File: src/rtl/assert_macros.svh
// assertion macros shared by the rtl files
// expects clock and reset signals in the scope of use
`ifndef ASSERT_MACROS_SVH
`define ASSERT_MACROS_SVH

// property holds at every edge outside reset
`define ASSERT_ALWAYS(lbl, expr, msg) \
   lbl: assert property (@(posedge clock) disable iff (reset) (expr)) else $error(msg);

// antecedent implies consequent in the same cycle
`define ASSERT_IMPLY(lbl, ante, cons, msg) \
   lbl: assert property (@(posedge clock) disable iff (reset) (ante) |-> (cons)) else $error(msg);

`endif

File: src/rtl/xyzlab_pkg.sv
// shared types, constants and white-point tables for the xyz to cielab converter
// no dependencies
package xyzlab_pkg;

   localparam int FRAC_BITS = 8;
   localparam int IN_W      = 15;
   localparam int L_W       = 15;
   localparam int A_W       = 18;
   localparam int B_W       = 17;
   localparam int ILLUM_W   = 5;
   localparam int NUM_WHITES = 20;
   localparam logic [ILLUM_W-1:0] DEFAULT_ILLUM = 5'd5;

   localparam int LANES  = 3;
   localparam int LANE_X = 0;
   localparam int LANE_Y = 1;
   localparam int LANE_Z = 2;

   localparam int RECIP_W = 19;
   localparam int PROD_W  = IN_W + RECIP_W;
   localparam int T_W     = PROD_W - FRAC_BITS;
   localparam int CELLS   = 20;
   localparam int N_W     = 3 * CELLS;
   localparam int N_SHIFT = 24;
   localparam int ROOT_W  = 20;
   localparam int SQ_W    = 2 * ROOT_W;
   localparam int REM_W   = SQ_W + 6;
   localparam int LIN_T_W = 18;
   localparam int LP_W    = LIN_T_W + RECIP_W + 1;
   localparam int LIN_W   = 15;
   localparam int W_W     = 36;
   localparam int RND_SHIFT = 16 - FRAC_BITS;

   localparam longint SCALE = 64'd167772160000;

   localparam logic [RECIP_W-1:0] RECIP_X [NUM_WHITES] = '{
      RECIP_W'((SCALE + 1098500/2) / 1098500), RECIP_W'((SCALE + 990927/2) / 990927),
      RECIP_W'((SCALE + 980740/2) / 980740),   RECIP_W'((SCALE + 964220/2) / 964220),
      RECIP_W'((SCALE + 956820/2) / 956820),   RECIP_W'((SCALE + 950470/2) / 950470),
      RECIP_W'((SCALE + 949720/2) / 949720),   RECIP_W'((SCALE + 1000000/2) / 1000000),
      RECIP_W'((SCALE + 928340/2) / 928340),   RECIP_W'((SCALE + 991870/2) / 991870),
      RECIP_W'((SCALE + 1037540/2) / 1037540), RECIP_W'((SCALE + 1091470/2) / 1091470),
      RECIP_W'((SCALE + 908720/2) / 908720),   RECIP_W'((SCALE + 973090/2) / 973090),
      RECIP_W'((SCALE + 950440/2) / 950440),   RECIP_W'((SCALE + 964130/2) / 964130),
      RECIP_W'((SCALE + 1003650/2) / 1003650), RECIP_W'((SCALE + 961740/2) / 961740),
      RECIP_W'((SCALE + 1009660/2) / 1009660), RECIP_W'((SCALE + 1080460/2) / 1080460)
   };

   localparam logic [RECIP_W-1:0] RECIP_Z [NUM_WHITES] = '{
      RECIP_W'((SCALE + 355850/2) / 355850),   RECIP_W'((SCALE + 853130/2) / 853130),
      RECIP_W'((SCALE + 1182320/2) / 1182320), RECIP_W'((SCALE + 825210/2) / 825210),
      RECIP_W'((SCALE + 921490/2) / 921490),   RECIP_W'((SCALE + 1088830/2) / 1088830),
      RECIP_W'((SCALE + 1226380/2) / 1226380), RECIP_W'((SCALE + 1000000/2) / 1000000),
      RECIP_W'((SCALE + 1036650/2) / 1036650), RECIP_W'((SCALE + 673950/2) / 673950),
      RECIP_W'((SCALE + 498610/2) / 498610),   RECIP_W'((SCALE + 388130/2) / 388130),
      RECIP_W'((SCALE + 987230/2) / 987230),   RECIP_W'((SCALE + 601910/2) / 601910),
      RECIP_W'((SCALE + 1087550/2) / 1087550), RECIP_W'((SCALE + 823330/2) / 823330),
      RECIP_W'((SCALE + 678680/2) / 678680),   RECIP_W'((SCALE + 817120/2) / 817120),
      RECIP_W'((SCALE + 643700/2) / 643700),   RECIP_W'((SCALE + 392280/2) / 392280)
   };

   localparam logic [RECIP_W-1:0] RECIP_Y = RECIP_W'((SCALE + 1000000/2) / 1000000);

   localparam logic [T_W-1:0]     T_KNEE     = T_W'(148578);
   localparam logic [RECIP_W-1:0] LIN_SLOPE  = RECIP_W'(510329);
   localparam logic [LIN_W-1:0]   LIN_OFFSET = LIN_W'(9039);
   localparam logic [LP_W-1:0]    LIN_ROUND  = LP_W'(64'd1 << 23);

   typedef struct packed {
      logic [T_W-1:0]    t;
      logic [LIN_W-1:0]  lin;
      logic              knee;
      logic [ROOT_W-1:0] root;
      logic [SQ_W-1:0]   sq;
      logic [REM_W-1:0]  rem;
   } lane_type;

   typedef struct packed {
      logic                      valid;
      lane_type [LANES-1:0]      lane;
   } stage_type;

endpackage

File: src/rtl/xyzlab_cell.sv
// one cell of the cube root chain: settles one root bit per lane
// depends on xyzlab_pkg
module xyzlab_cell (
   input  logic                                  clock,
   input  logic                                  reset,
   input  xyzlab_pkg::stage_type                 d_in,
   input  logic [xyzlab_pkg::LANES-1:0][2:0]     grp,
   output xyzlab_pkg::stage_type                 d_out
);

   xyzlab_pkg::stage_type stage_ff;
   xyzlab_pkg::stage_type stage_in;

   always_comb begin
      stage_in = d_in;
      for (int i = 0; i < xyzlab_pkg::LANES; i++) begin
         logic [xyzlab_pkg::REM_W-1:0] x, d, sq_e, root_e;
         x      = {d_in.lane[i].rem[xyzlab_pkg::REM_W-4:0], grp[i]};
         sq_e   = xyzlab_pkg::REM_W'(d_in.lane[i].sq);
         root_e = xyzlab_pkg::REM_W'(d_in.lane[i].root);
         // (2r+1)^3 - 8r^3 = 12r^2 + 6r + 1
         d = (sq_e << 3) + (sq_e << 2) + (root_e << 2) + (root_e << 1) + 1'b1;
         if (x >= d) begin
            stage_in.lane[i].rem  = x - d;
            stage_in.lane[i].root = {d_in.lane[i].root[xyzlab_pkg::ROOT_W-2:0], 1'b1};
            stage_in.lane[i].sq   = (d_in.lane[i].sq << 2)
                                    + (xyzlab_pkg::SQ_W'(d_in.lane[i].root) << 2) + 1'b1;
         end else begin
            stage_in.lane[i].rem  = x;
            stage_in.lane[i].root = {d_in.lane[i].root[xyzlab_pkg::ROOT_W-2:0], 1'b0};
            stage_in.lane[i].sq   = d_in.lane[i].sq << 2;
         end
      end
   end

   always_ff @(posedge clock) begin
      stage_ff.lane <= stage_in.lane;
      if (reset) begin
         stage_ff.valid <= 1'b0;
      end else begin
         stage_ff.valid <= d_in.valid;
      end
   end

   assign d_out = stage_ff;

endmodule

File: config.mk
export PLATFORM = sky130hd
export DESIGN_NAME = xyzlab_cell
export DESIGN_NICKNAME = d
export VERILOG_FILES = /design/src/rtl/assert_macros.svh /design/src/rtl/xyzlab_pkg.sv /design/src/rtl/xyzlab_cell.sv
export SDC_FILE = /design/constraint.sdc
export NUM_CORES = 1
export LEC_CHECK = 0
export BUFFER_PORTS_ARGS = -buffer_cell sky130_fd_sc_hd__buf_2
export CORE_AREA = 2 2 349 351
export CTS_CLUSTER_SIZE = 16
export DETAILED_ROUTE_END_ITERATION = 8
export DIE_AREA = 0 0 351 353
export SLEW_MARGIN = 25
export SYNTH_ARGS = -nofsm -noshare
export SYNTH_HDL_FRONTEND = slang
export SYNTH_SLANG_ARGS = --single-unit
File: constraint.sdc
create_clock -name clock -period 8 [get_ports clock]
set_input_delay 1.2 -clock clock [delete_from_list [all_inputs] [get_ports clock]]
set_output_delay 1.2 -clock clock [all_outputs]
set_load 0.05 [all_outputs]
==> out/qor.txt <==
All-Layer GR Usage: 19.4%
crit path kind: primary input to flop
post-DP HPWL: 108 mm
Storage cell area: 8850 um^2
layout cells sized above 1: 23.9%
post-synthesis cell type count: 98
Critical Path Source Type: primary input
maximum clock path buffer count: 3
worst min-delay path class: primary input to flop
DR pass1 iterations: 8
Multi-input gate area: 22800 um^2
P&R area growth vs syn: 26.6%
Port Buf Inserts: 888
cts hold-fix bufs: 0
WL/cell: 19.2 um
via count: 31.4k
post-route ant nets: 0
largest net degree at the start of global routing: 53
RSZ-0062 raised after global routing: no
Final period util: 92.4%
Worst VDD drop: 0.195 mV
fraction of registers with async set/reset: 0%
initial antenna violation count: 48
row count: 128
Synth Flop Type: dfxtp_1
die width: 351 um
routability cong.: 0.943
Arrival @ worst endpoint: 7.96 ns
Seq/Total Area, Yosys: 26.5%
worst slew pin tran: 1.07 ns
synthesized area: 33400 um^2
yosys warns: 0
fill count: 12.6k
Top-Level Pins: 901
Slew Limit Fails: 0
number of flip-flops in the largest register: 442
min Tclk post-route: 7.39 ns
max frequency: 0.135 GHz
Starting Density: 27.7%
DRC errors left: 0
Worst Path Max Fanout: 13
Routed WL: 125 mm
Final Power: 15.2 mW
Power per Cell Area: 358 nW/um^2
endpoints failing setup: 0
vias per cell: 4.83
vias in the first global route: 31.2k
Overflow after GRT: 0
first-pass GRT wire length: 184 mm
status: completed
Gates resized, CTS repair: 0
CP required: 8.57 ns
postcts setup bufs: 0
flops & latches, synth: 442
Clock Tree Root: clkbuf_16
Syn Area/Cell: 8.64 um^2
Reg clk slew, reported paths: 0.07 ns
CP endpoint kind: flop
Synth Instances: 3868
Slew HR: 28.2%
TritonCTS Buffers: 52
initial DRC count: 1765
Final nets: 5837
die outline height: 353 um
setup slack after layout: 0.608 ns
P_leak: 20.8 nW
Worst Hold Margin: 0.655 ns
dpl ws: -0.0154 ns
Sink Count: 442
Fin. Hold Viols: 0
total number of H-tree levels: 2
core area: 121000 um^2
Die ar.: 124000 um^2
max-cap violations: 0
CTS tree: built
number of enable flip-flop cells after synthesis: 0
## per-stage QoR
stage | cells | instance area, um^2 | utilization (%) | TNS (ns)
4_1_cts | 6488 | 42200 | 35.0 | 0
3_3_place_gp | 6391 | 40400 | 33.5 | -0.400
3_5_place_dp | 6391 | 40400 | 33.5 | -0.0154
2_1_floorplan | 3870 | 33400 | - | 0
5_1_grt | 6499 | 42300 | 35.1 | 0
6_report | 6509 | 42300 | 35.1 | 0
## area by class of cell
| type | instances | share of cell area (%) |
|---|---|---|
| repair buffers | 1017 | 13.0 |
| clock inverters | 32 | 1.00 |
| flip-flops and latches | 442 | 20.9 |
| diodes | 21 | 0.124 |
| well taps | 1625 | 4.81 |
| multi-input cells | 2985 | 54.0 |
| inverters | 322 | 2.86 |
| clock buffers | 65 | 3.31 |
## kinds of logic after synthesis
family	after synthesis	share of synthesized area, %
buf+inv	443	5.18
simple gates	900	12.9
xor+xnor	338	8.86
compound gates	1160	22.0
fa+ha+maj	561	23.8
other cells	1	0.0112
flops	442	26.5
mux	23	0.760
## cell usage after synthesis (all sizes together) (11+ instances only)
cell	instances	area, um^2
o211ai	24	190
and3	43	269
nand2	311	1170
fa	123	2460
o21a	41	308
xnor2	187	1640
inv	322	1210
nor2b	27	169
dfxtp	442	8850
nor2	209	785
o21ai	254	1270
nand3	92	460
a211oi	38	305
buf	42	224
o21bai	64	480
xor2	151	1320
a21o	190	1430
a31oi	37	244
and4	12	105
clkbuf	79	298
nor3	47	246
or3	14	87.6
nand4	51	319
o31ai	27	244
and2	22	138
nor4	11	83.8
a21oi	382	1930
mux2	19	214
nand2b	22	138
ha	438	5480
## where the power goes
part	switching [mW]	total (mW)	leakage [nW]	internal, mW
Combinational	6.37	9.69	16.2	3.32
Clock	1.04	2.55	0.895	1.51
Sequential	0.180	2.91	3.73	2.73
## routing by layer
layer / track usage, % / share of wire [%] / routed length [um] / vias to the layer above
met5: 0 / 0.17 / 219 / -
met4: 6.94 / 3.3 / 4110 / 32
met3: 5.17 / 7.5 / 9360 / 204
met2: 34.0 / 48 / 60200 / 947
met1: 22.5 / 41 / 51300 / 14700
li1: - / - / - / 15600
## worst paths after layout
| path | from | end | cells after the start |
|---|---|---|---|
| min | d_in[254] | d_out[254]$_DFF_P_ | 1 |
| max | d_in[57] | d_out[84]$_DFF_P_ | 26 |
## layout by cell type (no fill, tap or decap), drive strengths merged, types with 10 or more instances in the layout
cell type | netlist | final
ha | 438 | 438
nor2b | 27 | 27
mux2 | 19 | 19
xnor2 | 187 | 187
nor4 | 11 | 11
nand4 | 51 | 51
nand3 | 92 | 92
buf | 42 | 1017
or2 | 10 | 10
o21ai | 254 | 254
or3 | 14 | 14
fa | 123 | 123
diode | 0 | 21
inv | 322 | 327
o31ai | 27 | 27
o21bai | 64 | 64
clkinv | 0 | 16
o211ai | 24 | 24
nand2b | 22 | 22
o21a | 41 | 41
a21o | 190 | 190
a31oi | 37 | 37
xor2 | 151 | 151
dfxtp | 442 | 442
nand2 | 311 | 311
and4 | 12 | 12
nor3 | 47 | 47
a21oi | 382 | 382
and2 | 22 | 22
a211oi | 38 | 38
nor2 | 209 | 209
clkbuf | 79 | 65
and3 | 43 | 43
## critical path: stages
cell and delay, ns:
buf_2 0.11, inv_1 0.08, fa_1 0.51, fa_1 0.51
inv_1 0.04, ha_1 0.42, nand3_1 0.15, or4_1 0.53
a31oi_1 0.39, o31ai_1 0.18, a21oi_1 0.30, a211oi_1 0.18
o21ai_1 0.21, a21o_1 0.27, a311oi_1 0.15, xor2_1 0.16
ha_1 0.40, nand3_1 0.17, nor3_1 0.40, nand4_1 0.12
or4_1 0.47, nand3_1 0.15, a21oi_4 0.07, buf_4 0.23
nor4b_2 0.37, xor2_1 0.17
(Power assumes the default switching activity.)
