<file path="config.mk">
export PLATFORM = sky130hd
export DESIGN_NAME = xyzlab_front
export DESIGN_NICKNAME = d
export VERILOG_FILES = /design/src/rtl/assert_macros.svh /design/src/rtl/xyzlab_pkg.sv /design/src/rtl/xyzlab_front.sv
export SDC_FILE = /design/constraint.sdc
export NUM_CORES = 2
export LEC_CHECK = 0
export ABC_AREA = 0
export BUFFER_PORTS_ARGS = -buffer_cell sky130_fd_sc_hd__buf_4
export CAP_MARGIN = 20
export CORE_ASPECT_RATIO = 1.4
export CORE_MARGIN = 5
export CORE_UTILIZATION = 63
export CTS_BUF_LIST = sky130_fd_sc_hd__clkbuf_4
export DETAILED_ROUTE_END_ITERATION = 10
export PLACE_DENSITY = 0.84
export REMOVE_ABC_BUFFERS = 1
export SETUP_SLACK_MARGIN = 0.02
export SLEW_MARGIN = 20
export SYNTH_ARGS = -nofsm -noshare
export SYNTH_HDL_FRONTEND = slang
export SYNTH_SLANG_ARGS = --single-unit
</file>
<file path="constraint.sdc">
create_clock -name clock -period 8.04 [get_ports clock]
set_clock_uncertainty 0.15 [all_clocks]
set_input_delay 0 -clock clock [delete_from_list [all_inputs] [get_ports clock]]
set_output_delay 0 -clock clock [all_outputs]
set_load 0.02 [all_outputs]
</file>
<file path="src/rtl/assert_macros.svh">
// assertion macros shared by the rtl files
// expects clock and reset signals in the scope of use
`ifndef ASSERT_MACROS_SVH
`define ASSERT_MACROS_SVH

// property holds at every edge outside reset
`define ASSERT_ALWAYS(lbl, expr, msg) \
   lbl: assert property (@(posedge clock) disable iff (reset) (expr)) else $error(msg);

// antecedent implies consequent in the same cycle
`define ASSERT_IMPLY(lbl, ante, cons, msg) \
   lbl: assert property (@(posedge clock) disable iff (reset) (ante) |-> (cons)) else $error(msg);

`endif

</file>
<file path="src/rtl/xyzlab_pkg.sv">
// shared types, constants and white-point tables for the xyz to cielab converter
// no dependencies
package xyzlab_pkg;

   localparam int FRAC_BITS = 8;
   localparam int IN_W      = 15;
   localparam int L_W       = 15;
   localparam int A_W       = 18;
   localparam int B_W       = 17;
   localparam int ILLUM_W   = 5;
   localparam int NUM_WHITES = 20;
   localparam logic [ILLUM_W-1:0] DEFAULT_ILLUM = 5'd5;

   localparam int LANES  = 3;
   localparam int LANE_X = 0;
   localparam int LANE_Y = 1;
   localparam int LANE_Z = 2;

   localparam int RECIP_W = 19;
   localparam int PROD_W  = IN_W + RECIP_W;
   localparam int T_W     = PROD_W - FRAC_BITS;
   localparam int CELLS   = 20;
   localparam int N_W     = 3 * CELLS;
   localparam int N_SHIFT = 24;
   localparam int ROOT_W  = 20;
   localparam int SQ_W    = 2 * ROOT_W;
   localparam int REM_W   = SQ_W + 6;
   localparam int LIN_T_W = 18;
   localparam int LP_W    = LIN_T_W + RECIP_W + 1;
   localparam int LIN_W   = 15;
   localparam int W_W     = 36;
   localparam int RND_SHIFT = 16 - FRAC_BITS;

   localparam longint SCALE = 64'd167772160000;

   localparam logic [RECIP_W-1:0] RECIP_X [NUM_WHITES] = '{
      RECIP_W'((SCALE + 1098500/2) / 1098500), RECIP_W'((SCALE + 990927/2) / 990927),
      RECIP_W'((SCALE + 980740/2) / 980740),   RECIP_W'((SCALE + 964220/2) / 964220),
      RECIP_W'((SCALE + 956820/2) / 956820),   RECIP_W'((SCALE + 950470/2) / 950470),
      RECIP_W'((SCALE + 949720/2) / 949720),   RECIP_W'((SCALE + 1000000/2) / 1000000),
      RECIP_W'((SCALE + 928340/2) / 928340),   RECIP_W'((SCALE + 991870/2) / 991870),
      RECIP_W'((SCALE + 1037540/2) / 1037540), RECIP_W'((SCALE + 1091470/2) / 1091470),
      RECIP_W'((SCALE + 908720/2) / 908720),   RECIP_W'((SCALE + 973090/2) / 973090),
      RECIP_W'((SCALE + 950440/2) / 950440),   RECIP_W'((SCALE + 964130/2) / 964130),
      RECIP_W'((SCALE + 1003650/2) / 1003650), RECIP_W'((SCALE + 961740/2) / 961740),
      RECIP_W'((SCALE + 1009660/2) / 1009660), RECIP_W'((SCALE + 1080460/2) / 1080460)
   };

   localparam logic [RECIP_W-1:0] RECIP_Z [NUM_WHITES] = '{
      RECIP_W'((SCALE + 355850/2) / 355850),   RECIP_W'((SCALE + 853130/2) / 853130),
      RECIP_W'((SCALE + 1182320/2) / 1182320), RECIP_W'((SCALE + 825210/2) / 825210),
      RECIP_W'((SCALE + 921490/2) / 921490),   RECIP_W'((SCALE + 1088830/2) / 1088830),
      RECIP_W'((SCALE + 1226380/2) / 1226380), RECIP_W'((SCALE + 1000000/2) / 1000000),
      RECIP_W'((SCALE + 1036650/2) / 1036650), RECIP_W'((SCALE + 673950/2) / 673950),
      RECIP_W'((SCALE + 498610/2) / 498610),   RECIP_W'((SCALE + 388130/2) / 388130),
      RECIP_W'((SCALE + 987230/2) / 987230),   RECIP_W'((SCALE + 601910/2) / 601910),
      RECIP_W'((SCALE + 1087550/2) / 1087550), RECIP_W'((SCALE + 823330/2) / 823330),
      RECIP_W'((SCALE + 678680/2) / 678680),   RECIP_W'((SCALE + 817120/2) / 817120),
      RECIP_W'((SCALE + 643700/2) / 643700),   RECIP_W'((SCALE + 392280/2) / 392280)
   };

   localparam logic [RECIP_W-1:0] RECIP_Y = RECIP_W'((SCALE + 1000000/2) / 1000000);

   localparam logic [T_W-1:0]     T_KNEE     = T_W'(148578);
   localparam logic [RECIP_W-1:0] LIN_SLOPE  = RECIP_W'(510329);
   localparam logic [LIN_W-1:0]   LIN_OFFSET = LIN_W'(9039);
   localparam logic [LP_W-1:0]    LIN_ROUND  = LP_W'(64'd1 << 23);

   typedef struct packed {
      logic [T_W-1:0]    t;
      logic [LIN_W-1:0]  lin;
      logic              knee;
      logic [ROOT_W-1:0] root;
      logic [SQ_W-1:0]   sq;
      logic [REM_W-1:0]  rem;
   } lane_type;

   typedef struct packed {
      logic                      valid;
      lane_type [LANES-1:0]      lane;
   } stage_type;

endpackage

</file>
<file path="src/rtl/xyzlab_front.sv">
// front end: white reciprocal select, ratio multiply and linear branch
// depends on xyzlab_pkg
module xyzlab_front (
   input  logic                               clock,
   input  logic                               reset,
   input  logic                               accept,
   input  logic [xyzlab_pkg::IN_W-1:0]        x_in,
   input  logic [xyzlab_pkg::IN_W-1:0]        y_in,
   input  logic [xyzlab_pkg::IN_W-1:0]        z_in,
   input  logic [xyzlab_pkg::ILLUM_W-1:0]     illum,
   output xyzlab_pkg::stage_type              chain_out
);

   logic [xyzlab_pkg::ILLUM_W-1:0] sel;
   logic [xyzlab_pkg::RECIP_W-1:0] recip_in [xyzlab_pkg::LANES];
   logic [xyzlab_pkg::IN_W-1:0]    v_in [xyzlab_pkg::LANES];

   logic                           valid0_ff, valid1_ff, valid2_ff;
   logic [xyzlab_pkg::IN_W-1:0]    v_ff [xyzlab_pkg::LANES];
   logic [xyzlab_pkg::RECIP_W-1:0] recip_ff [xyzlab_pkg::LANES];
   logic [xyzlab_pkg::T_W-1:0]     t1_ff [xyzlab_pkg::LANES];
   logic [xyzlab_pkg::T_W-1:0]     t2_ff [xyzlab_pkg::LANES];
   logic [xyzlab_pkg::LP_W-1:0]    lp_ff [xyzlab_pkg::LANES];
   xyzlab_pkg::stage_type          stage_ff;

   always_comb begin
      // unlisted illuminants fall back to d65
      sel = (illum < xyzlab_pkg::ILLUM_W'(xyzlab_pkg::NUM_WHITES)) ? illum
                                                                  : xyzlab_pkg::DEFAULT_ILLUM;
      recip_in[xyzlab_pkg::LANE_X] = xyzlab_pkg::RECIP_X[sel];
      recip_in[xyzlab_pkg::LANE_Y] = xyzlab_pkg::RECIP_Y;
      recip_in[xyzlab_pkg::LANE_Z] = xyzlab_pkg::RECIP_Z[sel];
      v_in[xyzlab_pkg::LANE_X] = x_in;
      v_in[xyzlab_pkg::LANE_Y] = y_in;
      v_in[xyzlab_pkg::LANE_Z] = z_in;
   end

   always_ff @(posedge clock) begin
      if (reset) begin
         valid0_ff <= 1'b0;
         valid1_ff <= 1'b0;
         valid2_ff <= 1'b0;
         stage_ff.valid <= 1'b0;
      end else begin
         valid0_ff <= accept;
         valid1_ff <= valid0_ff;
         valid2_ff <= valid1_ff;
         stage_ff.valid <= valid2_ff;
      end
   end

   always_ff @(posedge clock) begin
      for (int i = 0; i < xyzlab_pkg::LANES; i++) begin
         logic [xyzlab_pkg::PROD_W-1:0] prod;
         logic [xyzlab_pkg::LP_W-1:0]   lsum;
         prod = xyzlab_pkg::PROD_W'(v_ff[i]) * xyzlab_pkg::PROD_W'(recip_ff[i]);
         lsum = lp_ff[i] + xyzlab_pkg::LIN_ROUND;
         v_ff[i]     <= v_in[i];
         recip_ff[i] <= recip_in[i];
         t1_ff[i]    <= prod[xyzlab_pkg::FRAC_BITS +: xyzlab_pkg::T_W];
         t2_ff[i]    <= t1_ff[i];
         lp_ff[i]    <= xyzlab_pkg::LP_W'(t1_ff[i][xyzlab_pkg::LIN_T_W-1:0])
                        * xyzlab_pkg::LP_W'(xyzlab_pkg::LIN_SLOPE);
         stage_ff.lane[i].t    <= t2_ff[i];
         stage_ff.lane[i].knee <= (t2_ff[i] > xyzlab_pkg::T_KNEE);
         stage_ff.lane[i].lin  <= xyzlab_pkg::LIN_W'(lsum >> 24) + xyzlab_pkg::LIN_OFFSET;
         stage_ff.lane[i].root <= '0;
         stage_ff.lane[i].sq   <= '0;
         stage_ff.lane[i].rem  <= '0;
      end
   end

   assign chain_out = stage_ff;

endmodule

</file>
==> results.txt <==
----------------------------------------------------
[Clock network]
  Inserted Clock Buffers ... just under 100
  Setup Fix Bufs, Post-CTS ... 0
  H-tree Lvls ... 3
  Number of hold buffers added after CTS ... 147
  Clock tree from TritonCTS ... built
  # clock sinks ... approximately 400
  Number of buffers between clock root and the deepest sink ... 3
  Insertion delay to the later sink of the worst-skew pair ... a little under 1 ns
  Resized Gates After CTS ... 0
  Clock slew seen by the registers of the worst setup and hold paths ... about 0.070 ns
  Clock root buffer master ... sky130_fd_sc_hd__clkbuf_4

[STA]
  Crit path time final ... approximately 7.0 ns
  Transition time of the tightest slew-check pin ... between 1 and 1.5 ns
  Final-layout setup total negative slack ... 0 ns
  Share of the clock period used by the worst path after layout ... 0.870
  Setup repair after global routing missed its margin ... no
  Final count of hold timing violations ... 0
  Max Clk Rate ... about 140 MHz
  Setup WS post-layout ... 1.04 ns
  Count of final max-slew check failures ... 0
  Total of endpoints with negative setup slack in the final report ... 0
  Worst slew margin ... 0.239

[Floorplanning]
  Io pins ... 498
  Num rows ... between 100 and 150
  Area of the core ... slightly above 80000 sq um
  Effective utilization at floorplan ... 0.633
  Die area ... 89200 sq um
  DIE WIDTH ... around 250 microns
  Die boundary height ... about 350 microns

[Worst setup path]
  Required time of the critical path ... 8.72 ns
  Kind of end point of the critical path ... register
  Kind of critical path ... register to register
  Maximum fanout count along the critical path ... 19
  Critical path launch point type ... register
  Crit path DAT ... about 7.7 ns

[Finish]
  P&R area growth vs syn ... 7.40%
  Fraction of final layout cells sized beyond drive strength 1 ... 0.0662
  Post-layout net count ... between 7000 and 8000

[Synthesis]
  Biggest area contributors in the synthesized netlist ... sky130_fd_sc_hd__fa_1 (33%), sky130_fd_sc_hd__ha_1 (18%), sky130_fd_sc_hd__dfxtp_1 (16%)
  Number of flops mapped to enable cells by yosys ... 0
  Number of synthesis warnings ... 0
  Post-synthesis async set-or-reset flop share ... 0
  Part of the Yosys area used for sequential elements ... 0.156
  Most repeated cell in the gate-level netlist after synthesis ... sky130_fd_sc_hd__inv_1
  Number of storage elements in the synthesis netlist ... 408
  Cells after synthesis ... between 5000 and 6000
  Ys flop type ... sky130_fd_sc_hd__dfxtp_1
  Mean area per synthesized cell ... between 9 and 10 sq um
  Top cell type's share of synthesized area ... 0.331
  Netlist area before placement ... between 50000 and 60000 sq um
  Biggest area consumer among synthesized cells ... sky130_fd_sc_hd__fa_1
  Leading cell types by count after synthesis ... sky130_fd_sc_hd__inv_1 (1204), sky130_fd_sc_hd__fa_1 (868), sky130_fd_sc_hd__ha_1 (759), sky130_fd_sc_hd__dfxtp_1 (408), sky130_fd_sc_hd__nand2_1 (331)
  Count of distinct cell types in the synthesized netlist ... 89

[Flow run]
  Number of maximum-capacitance constraint violations ... 0

[Place]
  Gpl congestion ... between 0.9 and 1
  Worst-case setup slack after placement ... around 1.2 ns
  HPWL after DPL ... around 94000 microns
  Number of buffers inserted by port buffering ... about 180

[Global route]
  Total global routing track utilization ... 0.265
  Initial antenna violation count ... 3
  Global-route wire length before repair ... approximately 190000 microns
  Vias in the first global route ... between 30000 and 40000
  Largest net degree at the start of global routing ... 32
  Residual overflow from global routing ... 0

[Routing]
  Via density per instance ... about 5.3
  Aggregate routed wire length ... 116000 microns
  Starting DRC count in detailed routing ... around 1800
  Routed wire per std cell ... between 15 and 20 microns
  Total via count after detailed routing ... 36129
  Number of detailed-route iterations in the first pass ... 6
  Number of nets with antenna violations after routing ... 0
  Drt drc ... 0

[Hold path]
  Class of the tightest hold or removal check ... primary input to register

[Run status]
  Outcome ... complete, no violations

----------------------------------------------------
layout make-up:
| cell class | instances | area, sq um |
|---|---|---|
| multi-input combinational | 3621 | 38100 |
| fill | 6075 | 26600 |
| sequential | 408 | 8170 |
| inverter | 1205 | 4520 |
| timing repair buffer | 329 | 2840 |
| tap | 1079 | 1350 |
| clock buffer | 135 | 1010 |
| clock inverter | 31 | 322 |
| antenna | 1 | 2.50 |
cells by family (layout without fill, tap and decap cells):
| kind of cell | Yosys count | count (layout) | share of synthesized area |
|---|---|---|---|
| other | 1 | 319 | 0.0000715 |
| DFF | 408 | 408 | 0.156 |
| muxes | 18 | 18 | 0.00358 |
| buffers and inverters | 1638 | 1700 | 0.140 |
| AOI/OAI and AO/OA | 503 | 503 | 0.0655 |
| adders and majority gates | 1627 | 1627 | 0.512 |
| and+or+nand+nor | 996 | 996 | 0.0960 |
| xor gates and xnor gates | 159 | 159 | 0.0266 |
worst max-delay path, stage by stage, from the launching register on:
cell and delay, ns:
sky130_fd_sc_hd__dfxtp_1 0.77, sky130_fd_sc_hd__nand2_1 0.19, sky130_fd_sc_hd__fa_1 0.54, sky130_fd_sc_hd__fa_1 0.52, sky130_fd_sc_hd__inv_1 0.06, sky130_fd_sc_hd__fa_1 0.56
sky130_fd_sc_hd__fa_1 0.43, sky130_fd_sc_hd__fa_1 0.49, sky130_fd_sc_hd__inv_1 0.05, sky130_fd_sc_hd__fa_1 0.48, sky130_fd_sc_hd__inv_1 0.04, sky130_fd_sc_hd__ha_1 0.35
sky130_fd_sc_hd__a21o_1 0.17, sky130_fd_sc_hd__a21o_1 0.16, sky130_fd_sc_hd__a2111oi_4 0.06, sky130_fd_sc_hd__a21oi_1 0.37, sky130_fd_sc_hd__o21ai_0 0.17, sky130_fd_sc_hd__o31ai_2 0.66
sky130_fd_sc_hd__a31oi_1 0.25, sky130_fd_sc_hd__a21oi_1 0.24, sky130_fd_sc_hd__xor2_1 0.15
sequential cells by signal (all words and copies together), names as in the netlist:
name / flops
chain_out: 127
lp_ff: 42
recip_ff: 35
t1_ff: 78
t2_ff: 78
v_ff: 45
valid0_ff: 1
valid1_ff: 1
valid2_ff: 1
per-stage QoR:
| step | cells | hold WS [ns] | instance area, sq um | utilization |
|---|---|---|---|---|
| after floorplan | 5234 | -0.122 | 50800 | - |
| after global placement | 6495 | -0.0456 | 53500 | 0.646 |
| after detailed placement | 6495 | -0.0445 | 53500 | 0.646 |
| after CTS | 6808 | 0.000753 | 56300 | 0.680 |
| after global routing | 6809 | 0.0449 | 56300 | 0.680 |
| final | 6809 | 0.112 | 56300 | 0.680 |
layer usage:
layer  vias to the layer above  wire length, microns  global-route usage
met4                         4                  6110               0.133
met5                         -                    27                   0
li1                      16577                     -                   -
met1                     17863                 41900               0.298
met3                       419                  6400              0.0361
met2                      1266                 61900               0.491
worst paths after layout:
path,slack (ns),from,cells after the start,endpoint
worst max-delay path,1.04,v_ff[0][36],20,t1_ff[0][76]
worst max register to register,1.04,v_ff[0][36],20,t1_ff[0][76]
worst min-delay path,0.11,y_in[6],3,v_ff[0][21]
worst min register to register,0.16,t1_ff[0][73],0,t2_ff[0][73]
placed cells by master, fill, tap and decap left out, types with 7 or more instances in the layout:
master                          count
sky130_fd_sc_hd__a2111oi_0          7
sky130_fd_sc_hd__a211oi_1          13
sky130_fd_sc_hd__a21o_1            77
sky130_fd_sc_hd__a21oi_1          123
sky130_fd_sc_hd__a221oi_1           7
sky130_fd_sc_hd__a22oi_1            8
sky130_fd_sc_hd__a31o_2             8
sky130_fd_sc_hd__a31oi_1           18
sky130_fd_sc_hd__and2_1           319
sky130_fd_sc_hd__and3_1            25
sky130_fd_sc_hd__buf_4            182
sky130_fd_sc_hd__bufinv_16          7
sky130_fd_sc_hd__clkbuf_4         135
sky130_fd_sc_hd__clkinv_1          13
sky130_fd_sc_hd__clkinv_2           7
sky130_fd_sc_hd__conb_1           318
sky130_fd_sc_hd__dfxtp_1          408
sky130_fd_sc_hd__dlygate4sd3_1    147
sky130_fd_sc_hd__fa_1             868
sky130_fd_sc_hd__ha_1             759
sky130_fd_sc_hd__inv_1           1204
sky130_fd_sc_hd__mux2i_1           12
sky130_fd_sc_hd__nand2_1          331
sky130_fd_sc_hd__nand2b_1          14
sky130_fd_sc_hd__nand3_1           39
sky130_fd_sc_hd__nand4_1           28
sky130_fd_sc_hd__nor2_1           133
sky130_fd_sc_hd__nor2b_1           23
sky130_fd_sc_hd__nor3_1            30
sky130_fd_sc_hd__nor4_1            12
sky130_fd_sc_hd__o211ai_1          16
sky130_fd_sc_hd__o21a_1            27
sky130_fd_sc_hd__o21ai_0           81
sky130_fd_sc_hd__o21bai_1          13
sky130_fd_sc_hd__o22ai_1           16
sky130_fd_sc_hd__o31ai_1            9
sky130_fd_sc_hd__or2_2              9
sky130_fd_sc_hd__or3_1              8
sky130_fd_sc_hd__xnor2_1          110
sky130_fd_sc_hd__xor2_1            49
Power is left out: the tool's default activity adds up to more than one toggle a clock period on the data nets, which glitch-free logic cannot reach.
