===== config.mk =====
export PLATFORM = sky130hd
export DESIGN_NAME = xyzlab_back
export DESIGN_NICKNAME = d
export VERILOG_FILES = /design/src/rtl/assert_macros.svh /design/src/rtl/xyzlab_pkg.sv /design/src/rtl/xyzlab_back.sv
export SDC_FILE = /design/constraint.sdc
export NUM_CORES = 1
export LEC_CHECK = 0
export BUFFER_PORTS_ARGS = -buffer_cell sky130_fd_sc_hd__buf_2
export CORE_MARGIN = 3
export CORE_UTILIZATION = 40
export CTS_BUF_LIST = sky130_fd_sc_hd__clkbuf_4 sky130_fd_sc_hd__clkbuf_8
export DETAILED_ROUTE_END_ITERATION = 8
export PLACE_DENSITY = 0.73
export RECOVER_POWER = 100
export SYNTH_ARGS = -nofsm -noshare
export SYNTH_HDL_FRONTEND = slang
export SYNTH_SLANG_ARGS = --single-unit

===== constraint.sdc =====
create_clock -name clock -period 11.08 [get_ports clock]
set_clock_uncertainty 0.1 [all_clocks]
set_input_delay 1.108 -clock clock [delete_from_list [all_inputs] [get_ports clock]]
set_output_delay 1.108 -clock clock [all_outputs]
set_load 0.02 [all_outputs]

===== src/rtl/assert_macros.svh =====
// assertion macros shared by the rtl files
// expects clock and reset signals in the scope of use
`ifndef ASSERT_MACROS_SVH
`define ASSERT_MACROS_SVH

// property holds at every edge outside reset
`define ASSERT_ALWAYS(lbl, expr, msg) \
   lbl: assert property (@(posedge clock) disable iff (reset) (expr)) else $error(msg);

// antecedent implies consequent in the same cycle
`define ASSERT_IMPLY(lbl, ante, cons, msg) \
   lbl: assert property (@(posedge clock) disable iff (reset) (ante) |-> (cons)) else $error(msg);

`endif


===== src/rtl/xyzlab_pkg.sv =====
// shared types, constants and white-point tables for the xyz to cielab converter
// no dependencies
package xyzlab_pkg;

   localparam int FRAC_BITS = 8;
   localparam int IN_W      = 15;
   localparam int L_W       = 15;
   localparam int A_W       = 18;
   localparam int B_W       = 17;
   localparam int ILLUM_W   = 5;
   localparam int NUM_WHITES = 20;
   localparam logic [ILLUM_W-1:0] DEFAULT_ILLUM = 5'd5;

   localparam int LANES  = 3;
   localparam int LANE_X = 0;
   localparam int LANE_Y = 1;
   localparam int LANE_Z = 2;

   localparam int RECIP_W = 19;
   localparam int PROD_W  = IN_W + RECIP_W;
   localparam int T_W     = PROD_W - FRAC_BITS;
   localparam int CELLS   = 20;
   localparam int N_W     = 3 * CELLS;
   localparam int N_SHIFT = 24;
   localparam int ROOT_W  = 20;
   localparam int SQ_W    = 2 * ROOT_W;
   localparam int REM_W   = SQ_W + 6;
   localparam int LIN_T_W = 18;
   localparam int LP_W    = LIN_T_W + RECIP_W + 1;
   localparam int LIN_W   = 15;
   localparam int W_W     = 36;
   localparam int RND_SHIFT = 16 - FRAC_BITS;

   localparam longint SCALE = 64'd167772160000;

   localparam logic [RECIP_W-1:0] RECIP_X [NUM_WHITES] = '{
      RECIP_W'((SCALE + 1098500/2) / 1098500), RECIP_W'((SCALE + 990927/2) / 990927),
      RECIP_W'((SCALE + 980740/2) / 980740),   RECIP_W'((SCALE + 964220/2) / 964220),
      RECIP_W'((SCALE + 956820/2) / 956820),   RECIP_W'((SCALE + 950470/2) / 950470),
      RECIP_W'((SCALE + 949720/2) / 949720),   RECIP_W'((SCALE + 1000000/2) / 1000000),
      RECIP_W'((SCALE + 928340/2) / 928340),   RECIP_W'((SCALE + 991870/2) / 991870),
      RECIP_W'((SCALE + 1037540/2) / 1037540), RECIP_W'((SCALE + 1091470/2) / 1091470),
      RECIP_W'((SCALE + 908720/2) / 908720),   RECIP_W'((SCALE + 973090/2) / 973090),
      RECIP_W'((SCALE + 950440/2) / 950440),   RECIP_W'((SCALE + 964130/2) / 964130),
      RECIP_W'((SCALE + 1003650/2) / 1003650), RECIP_W'((SCALE + 961740/2) / 961740),
      RECIP_W'((SCALE + 1009660/2) / 1009660), RECIP_W'((SCALE + 1080460/2) / 1080460)
   };

   localparam logic [RECIP_W-1:0] RECIP_Z [NUM_WHITES] = '{
      RECIP_W'((SCALE + 355850/2) / 355850),   RECIP_W'((SCALE + 853130/2) / 853130),
      RECIP_W'((SCALE + 1182320/2) / 1182320), RECIP_W'((SCALE + 825210/2) / 825210),
      RECIP_W'((SCALE + 921490/2) / 921490),   RECIP_W'((SCALE + 1088830/2) / 1088830),
      RECIP_W'((SCALE + 1226380/2) / 1226380), RECIP_W'((SCALE + 1000000/2) / 1000000),
      RECIP_W'((SCALE + 1036650/2) / 1036650), RECIP_W'((SCALE + 673950/2) / 673950),
      RECIP_W'((SCALE + 498610/2) / 498610),   RECIP_W'((SCALE + 388130/2) / 388130),
      RECIP_W'((SCALE + 987230/2) / 987230),   RECIP_W'((SCALE + 601910/2) / 601910),
      RECIP_W'((SCALE + 1087550/2) / 1087550), RECIP_W'((SCALE + 823330/2) / 823330),
      RECIP_W'((SCALE + 678680/2) / 678680),   RECIP_W'((SCALE + 817120/2) / 817120),
      RECIP_W'((SCALE + 643700/2) / 643700),   RECIP_W'((SCALE + 392280/2) / 392280)
   };

   localparam logic [RECIP_W-1:0] RECIP_Y = RECIP_W'((SCALE + 1000000/2) / 1000000);

   localparam logic [T_W-1:0]     T_KNEE     = T_W'(148578);
   localparam logic [RECIP_W-1:0] LIN_SLOPE  = RECIP_W'(510329);
   localparam logic [LIN_W-1:0]   LIN_OFFSET = LIN_W'(9039);
   localparam logic [LP_W-1:0]    LIN_ROUND  = LP_W'(64'd1 << 23);

   typedef struct packed {
      logic [T_W-1:0]    t;
      logic [LIN_W-1:0]  lin;
      logic              knee;
      logic [ROOT_W-1:0] root;
      logic [SQ_W-1:0]   sq;
      logic [REM_W-1:0]  rem;
   } lane_type;

   typedef struct packed {
      logic                      valid;
      lane_type [LANES-1:0]      lane;
   } stage_type;

endpackage


===== src/rtl/xyzlab_back.sv =====
// back end: branch select, lab combine, rounding and saturation
// depends on xyzlab_pkg
module xyzlab_back (
   input  logic                                 clock,
   input  logic                                 reset,
   input  xyzlab_pkg::stage_type                d_in,
   output logic                                 out_valid,
   output logic [xyzlab_pkg::L_W-1:0]           lightness,
   output logic signed [xyzlab_pkg::A_W-1:0]    green_red,
   output logic signed [xyzlab_pkg::B_W-1:0]    blue_yellow
);

   localparam logic signed [xyzlab_pkg::W_W-1:0] HALF =
      xyzlab_pkg::W_W'((64'd1 << xyzlab_pkg::RND_SHIFT) >> 1);

   logic signed [xyzlab_pkg::W_W-1:0] f [xyzlab_pkg::LANES];
   logic signed [xyzlab_pkg::W_W-1:0] l_in, a_in, b_in;
   logic signed [xyzlab_pkg::W_W-1:0] l_ff, a_ff, b_ff;
   logic signed [xyzlab_pkg::W_W-1:0] l_r, a_r, b_r;
   logic                              comb_valid_ff, out_valid_ff;
   logic [xyzlab_pkg::L_W-1:0]        l_out_ff;
   logic signed [xyzlab_pkg::A_W-1:0] a_out_ff;
   logic signed [xyzlab_pkg::B_W-1:0] b_out_ff;

   always_comb begin
      for (int i = 0; i < xyzlab_pkg::LANES; i++) begin
         f[i] = d_in.lane[i].knee
                ? signed'(xyzlab_pkg::W_W'(d_in.lane[i].root))
                : signed'(xyzlab_pkg::W_W'(d_in.lane[i].lin));
      end
      l_in = f[xyzlab_pkg::LANE_Y] * 36'sd116 - 36'sd1048576;
      a_in = (f[xyzlab_pkg::LANE_X] - f[xyzlab_pkg::LANE_Y]) * 36'sd500;
      b_in = (f[xyzlab_pkg::LANE_Y] - f[xyzlab_pkg::LANE_Z]) * 36'sd200;
      // round half up, then drop the extra fraction bits
      l_r = (l_ff + HALF) >>> xyzlab_pkg::RND_SHIFT;
      a_r = (a_ff + HALF) >>> xyzlab_pkg::RND_SHIFT;
      b_r = (b_ff + HALF) >>> xyzlab_pkg::RND_SHIFT;
   end

   always_ff @(posedge clock) begin
      if (reset) begin
         comb_valid_ff <= 1'b0;
         out_valid_ff  <= 1'b0;
      end else begin
         comb_valid_ff <= d_in.valid;
         out_valid_ff  <= comb_valid_ff;
      end
   end

   always_ff @(posedge clock) begin
      l_ff <= l_in;
      a_ff <= a_in;
      b_ff <= b_in;
      priority if (l_r < 36'sd0)         l_out_ff <= '0;
      else if (l_r > 36'sd32767)         l_out_ff <= '1;
      else                               l_out_ff <= l_r[xyzlab_pkg::L_W-1:0];
      priority if (a_r < -36'sd131072)   a_out_ff <= {1'b1, {(xyzlab_pkg::A_W-1){1'b0}}};
      else if (a_r > 36'sd131071)        a_out_ff <= {1'b0, {(xyzlab_pkg::A_W-1){1'b1}}};
      else                               a_out_ff <= a_r[xyzlab_pkg::A_W-1:0];
      priority if (b_r < -36'sd65536)    b_out_ff <= {1'b1, {(xyzlab_pkg::B_W-1){1'b0}}};
      else if (b_r > 36'sd65535)         b_out_ff <= {1'b0, {(xyzlab_pkg::B_W-1){1'b1}}};
      else                               b_out_ff <= b_r[xyzlab_pkg::B_W-1:0];
   end

   assign out_valid   = out_valid_ff;
   assign lightness   = l_out_ff;
   assign green_red   = a_out_ff;
   assign blue_yellow = b_out_ff;

endmodule


==> results of run 1 <==
[worst register-to-register path, cell delays in order (launching register included)]
cell and delay [ns]:
dfxtp_1 0.40, ha_1 0.29, nand4_1 0.27, nor4_1 0.43
nand4_1 0.26, mux2_2 0.33, o22ai_1 0.16, nand3_1 0.11
o2bb2ai_1 0.82, o21ai_0 0.21
[final cells by class]
| type | count | share of cell area |
|---|---|---|
| inverters | 318 | 0.0726 |
| multi-input cells | 1241 | 0.676 |
| clock inverters | 14 | 0.00860 |
| clock buffers | 18 | 0.0147 |
| flip-flops and latches | 120 | 0.146 |
| well taps | 468 | 0.0356 |
| repair buffers | 163 | 0.0458 |
[worst paths after layout]
path	slack [ns]	to	cells past startpoint
setup reg to reg	7.54	blue_yellow[0]	9
hold reg to reg	0.34	out_valid	1
setup / recovery	1.53	a_ff[34]	29
hold / removal	0.34	out_valid	1
[placed cells by master, fill, tap and decap left out, drive strengths merged, types with 36 or more instances in the layout]
cell type  instances
xnor2             89
o21ai             46
xor2              70
a21oi            127
a21o              37
nand2             96
ha               219
mux2i             36
fa               124
inv              323
dfxtp            120
buf              109
clkbuf            72
nor2              66
[metrics by stage]
step / worst slack, ns / hold WS (ns) / utilization
after CTS: 2.32 / 0.350 / 0.452
after global routing: 0.952 / 0.375 / 0.448
after floorplan: 3.06 / 0.314 / -
after global placement: 1.99 / 0.327 / 0.441
final: 1.53 / 0.345 / 0.448
after detailed placement: 1.83 / 0.335 / 0.441
[cells in the mapped netlist (all sizes together), types with 8 or more instances]
| library cell | instances |
|---|---|
| or2 | 16 |
| nand3 | 34 |
| mux2 | 17 |
| clkbuf | 18 |
| a21oi | 127 |
| nand4 | 21 |
| xor2 | 70 |
| inv | 318 |
| and3 | 23 |
| xnor2 | 89 |
| nand2b | 19 |
| fa | 124 |
| o211ai | 10 |
| and2 | 18 |
| dfxtp | 120 |
| or3 | 8 |
| a21o | 37 |
| nor2 | 66 |
| nor2b | 18 |
| mux2i | 36 |
| nand2 | 96 |
| o21a | 14 |
| a31oi | 17 |
| ha | 219 |
| nor3 | 22 |
| o21ai | 46 |
[layer usage]
metal	global-route usage	part of all wire	up-vias
li1	-	-	6004
met2	0.301	0.46	293
met3	0.0259	0.058	40
met4	0.0521	0.020	0
met5	0	0	-
met1	0.231	0.46	5725
[sequential cells by signal, summed over array words and instances (netlist names)]
| name | flops |
|---|---|
| green_red | 18 |
| l_ff | 21 |
| blue_yellow | 17 |
| lightness | 15 |
| a_ff | 24 |
| out_valid | 1 |
| b_ff | 23 |
| comb_valid_ff | 1 |
[kinds of logic (layout without fill, tap and decap cells)]
family,Yosys count,after routing,share of synthesized area
AND/OR/NAND/NOR,364,364,0.125
buffers and inverters,343,513,0.0877
AO/OA/AOI/OAI,318,318,0.142
multiplexers,54,54,0.0388
adder cells (fa/ha/maj),344,344,0.351
flip-flops,120,120,0.161
other,2,2,0.000504
XOR/XNOR,159,159,0.0935
==> impl_metrics.py, run 1 <==
metrics = {
    "clock_tree": {
        "cts_resized": 0,
        "cts.sinks": 120,
        "cts_root_buffer": "clkbuf_8",
        "cts_tree": "done",
        "cts_setup_buffers": 0,
        "clkTransAtPathRegs_ns": 0.08,
        "htreeDepth": 4,
        "cts_hold_buf": 0,
        "cts_buffer_depth": 2,
        "clock_latency_ns": 0.46,
        "cts_made_buffers": 17,
    },
    "global_route": {
        "grt-ovfl-total": 0,
        "grt_pass1_vias": 12200,
        "grt_pass1_wl_um": 56100,
        "grt_start_max_net_pins": 24,
        "grt_usage": 0.176,
        "grt_antenna_before_repair": 0,
    },
    "floorplan": {
        "die_h_um": 199,
        "io-pin-count": 498,
        "die_w_um": 199,
        "core_area_um2": 36700,
        "fp-row-count": 70,
        "die-area_um2": 39600,
        "start_util": 0.406,
    },
    "drt": {
        "drc": 0,
        "drtIter0Drc": 534,
        "drt_first_pass_iters": 5,
        "drt-total-wl_um": 34400,
        "vias": 12100,
        "wl_per_cell_um": 14.7,
        "ant_nets": 0,
        "via_per_inst": 5.15,
    },
    "setup_path": {
        "critPathArrivalTime_ns": 9.83,
        "endpoint_kind": "flip-flop",
        "crit_top_cell": "inv_1",
        "cp_slowest_stage_delay_ns": 1.28,
        "crit_path_max_fanout": 23,
        "startpoint": "d_in[254]",
        "reg2reg_from": "b_ff[7]",
        "critical_path_class": "input pin to flip-flop",
        "cpLargestDelayFamily": "adder cells",
        "cp.required_ns": 11.37,
        "crit_path_start_kind": "input pin",
        "cp.buffers_inverters": 7,
        "cp_slowest_cell": "clkbuf_1",
    },
    "yosys": {
        "synth_area_per_cell_um2": 8.74,
        "synth_cells": 1704,
        "yosysWarnings": 0,
        "async_flop_share": 0,
        "seq_area_frac_synth": 0.161,
        "synth_ff_type": "dfxtp_1",
        "synth.largest_area_cell": "ha_1",
        "netlist.area_leader.share": 0.184,
        "synthDistinctLibCells": 79,
        "syn_area_um2": 14900,
        "synth_area_leaders": "ha_1 (18%), fa_1 (17%), dfxtp_1 (16%), inv_1 (8.0%), xnor2_1 (5.2%)",
        "synth_nets": 2494,
        "synth_edf_count": 0,
        "synth-seq-cells": 120,
    },
    "place": {
        "numPortBuffers": 161,
        "hpwlAfterDp_um": 29500,
        "dpl.cell_count": 2310,
        "gp_congestion": 0.878,
        "dpl_cell_area_um2": 16200,
    },
    "timing": {
        "max-slew-margin-rel": -0.222,
        "hold_violations": 0,
        "worstMarginPinSlew_ns": 1.83,
        "clock.fmax_ghz": 0.105,
        "period_share": 0.862,
        "rsz0062_at_grt": "no",
        "setup_violations": 0,
        "slew_viol_final": 24,
        "period_minus_slack_ns": 9.55,
        "setup_tns_ns": 0,
    },
    "final_layout": {
        "final_cell_area_um2": 16400,
        "nNetsFinal": 2651,
        "layout-drive-gt1-share": 0.101,
        "multi_input_area_um2": 11100,
        "fin_cells": 2342,
        "seq_area_um2": 2400,
        "antennaDiodeCount": 0,
        "area.growth.synth_to_final_pct": 10.3,
        "fillers": 3535,
    },
    "worst_hold_path": {
        "hp-start": "comb_valid_ff",
        "hp-class": "flip-flop to flip-flop",
    },
    "run_status": {
        "violations": "max-capacitance violations, max-slew violations",
        "outcome": "complete, but fails checks",
    },
    "job": {
        "cap_viol_max_count": 1,
    },
}
Power of run 1 is not shown: default switching activity piles up to over one toggle a cycle in this logic, so the estimate is an artifact.
==> run 2: changes to the inputs <==
--- a/config.mk
+++ b/config.mk
@@ -10,7 +10,7 @@
 export CORE_UTILIZATION = 40
 export CTS_BUF_LIST = sky130_fd_sc_hd__clkbuf_4 sky130_fd_sc_hd__clkbuf_8
 export DETAILED_ROUTE_END_ITERATION = 8
-export PLACE_DENSITY = 0.73
+export PLACE_DENSITY_LB_ADDON = 0.12
 export RECOVER_POWER = 100
 export SYNTH_ARGS = -nofsm -noshare
 export SYNTH_HDL_FRONTEND = slang
==> impl_metrics.py, run 2 (same netlist as run 1, synthesis figures left out) <==
metrics = {
    "timing": {
        "setup_tns_ns": 0,
        "max-slew-margin-rel": 0.146,
        "rsz0062_at_grt": "no",
        "period_minus_slack_ns": 9.71,
        "worstMarginPinSlew_ns": 1.28,
        "hold_violations": 0,
        "clock.fmax_ghz": 0.103,
        "slew_viol_final": 0,
        "period_share": 0.876,
        "setup_violations": 0,
    },
    "final_layout": {
        "seq_area_um2": 2400,
        "largest_reg_flops": 24,
        "nNetsFinal": 2651,
        "antennaDiodeCount": 0,
        "layout_common_cells": "inv_1 (318), ha_1 (219), fa_1 (124)",
        "top_regs": "a_ff: 24 flops, b_ff: 23 flops, l_ff: 21 flops",
        "area.growth.synth_to_final_pct": 10.8,
        "layout-drive-gt1-share": 0.102,
        "fillers": 3671,
        "layout_commonest_cell": "inv_1",
        "regMostFlops": "a_ff",
        "multi_input_area_um2": 11100,
    },
    "setup_path": {
        "worstRegToRegCells": 9,
        "critical_path_class": "input pin to flip-flop",
        "crit_path_max_fanout": 18,
        "critPathArrivalTime_ns": 10.02,
        "cp.required_ns": 11.39,
        "r2r_slack_ns": 7.63,
        "reg2reg_from": "b_ff[7]",
        "crit_path_start_kind": "input pin",
        "cp_slowest_stage_delay_ns": 0.91,
        "endpoint_kind": "flip-flop",
        "cp_slowest_cell": "clkbuf_1",
        "regToRegEndpoint": "blue_yellow[7]",
    },
    "clock_tree": {
        "clkTransAtPathRegs_ns": 0.08,
        "cts_setup_buffers": 0,
        "cts.sinks": 120,
        "cts_resized": 0,
        "clock_latency_ns": 0.49,
        "cts_buffer_depth": 2,
        "cts_made_buffers": 17,
        "htreeDepth": 4,
        "cts_hold_buf": 0,
        "cts_root_buffer": "clkbuf_8",
        "cts_tree": "done",
    },
    "drt": {
        "wl_per_cell_um": 14.1,
        "ant_nets": 0,
        "drt-total-wl_um": 33100,
        "vias": 11600,
        "drtIter0Drc": 590,
        "drt_first_pass_iters": 4,
        "drc": 0,
        "via_per_inst": 4.95,
    },
    "place": {
        "gp_congestion": 0.834,
        "numPortBuffers": 161,
        "hpwlAfterDp_um": 28500,
    },
    "floorplan": {
        "die_h_um": 199,
        "die_w_um": 199,
        "start_util": 0.406,
        "fp-row-count": 70,
        "core_area_um2": 36700,
        "die-area_um2": 39600,
        "io-pin-count": 498,
    },
    "global_route": {
        "grt_start_max_net_pins": 21,
        "grt_usage": 0.173,
        "grt-ovfl-total": 0,
        "grt_pass1_wl_um": 54800,
        "grt_antenna_before_repair": 1,
        "grt_pass1_vias": 11300,
    },
    "worst_hold_path": {
        "hold_depth": 1,
        "hp-class": "flip-flop to flip-flop",
        "hp-start": "comb_valid_ff",
        "hold_end": "out_valid",
    },
    "job": {
        "cap_viol_max_count": 0,
    },
    "run_status": {
        "outcome": "finished clean",
    },
}
## run 2: area by class of cell
| cell class | count | share of cell area |
|---|---|---|
| multi-input combinational | 1241 | 0.675 |
| tap | 468 | 0.0355 |
| sequential | 120 | 0.146 |
| timing repair buffer | 163 | 0.0455 |
| inverter | 318 | 0.0723 |
| clock inverter | 15 | 0.0115 |
| clock buffer | 17 | 0.0142 |
## run 2: worst max-delay path by stage
stage	start	endpoint	slack (ns)	cells after the start
2_1_floorplan	d_in[254]	a_ff[29]	3.06	28
3_3_place_gp	d_in[254]	a_ff[34]	1.75	29
3_5_place_dp	d_in[254]	a_ff[34]	1.72	29
4_1_cts	d_in[254]	a_ff[34]	2.23	29
5_1_grt	d_in[254]	a_ff[34]	0.96	29
6_report	d_in[254]	a_ff[34]	1.37	29
## run 2: worst max-delay path, delay by kind of cell
family / cells / cell delay [ns]
adder cells (fa/ha/maj): 5 / 2.42
XOR/XNOR: 4 / 1.36
AO/OA/AOI/OAI: 9 / 2.15
multiplexers: 1 / 0.47
AND/OR/NAND/NOR: 4 / 0.67
buffers and inverters: 6 / 1.81
## run 2: per-layer routing
metal,vias up,routed length [um],global-route usage
met2,217,13700,0.263
met1,5371,17600,0.262
met5,-,0,0
li1,5990,-,-
met3,18,1420,0.0229
met4,0,333,0.0396
## run 2: per-stage QoR
stage / cell area, um2 / instances / hold slack, ns / setup slack [ns] / util
detailed placement: 16200 / 2310 / 0.331 / 1.72 / 0.441
global route: 16500 / 2342 / 0.386 / 0.961 / 0.450
finish: 16500 / 2342 / 0.365 / 1.37 / 0.450
global placement: 16200 / 2310 / 0.326 / 1.75 / 0.441
CTS: 16600 / 2342 / 0.362 / 2.23 / 0.453
floorplan: 14900 / 1704 / 0.314 / 3.06 / -
Power of run 2 is left out for the same reason.
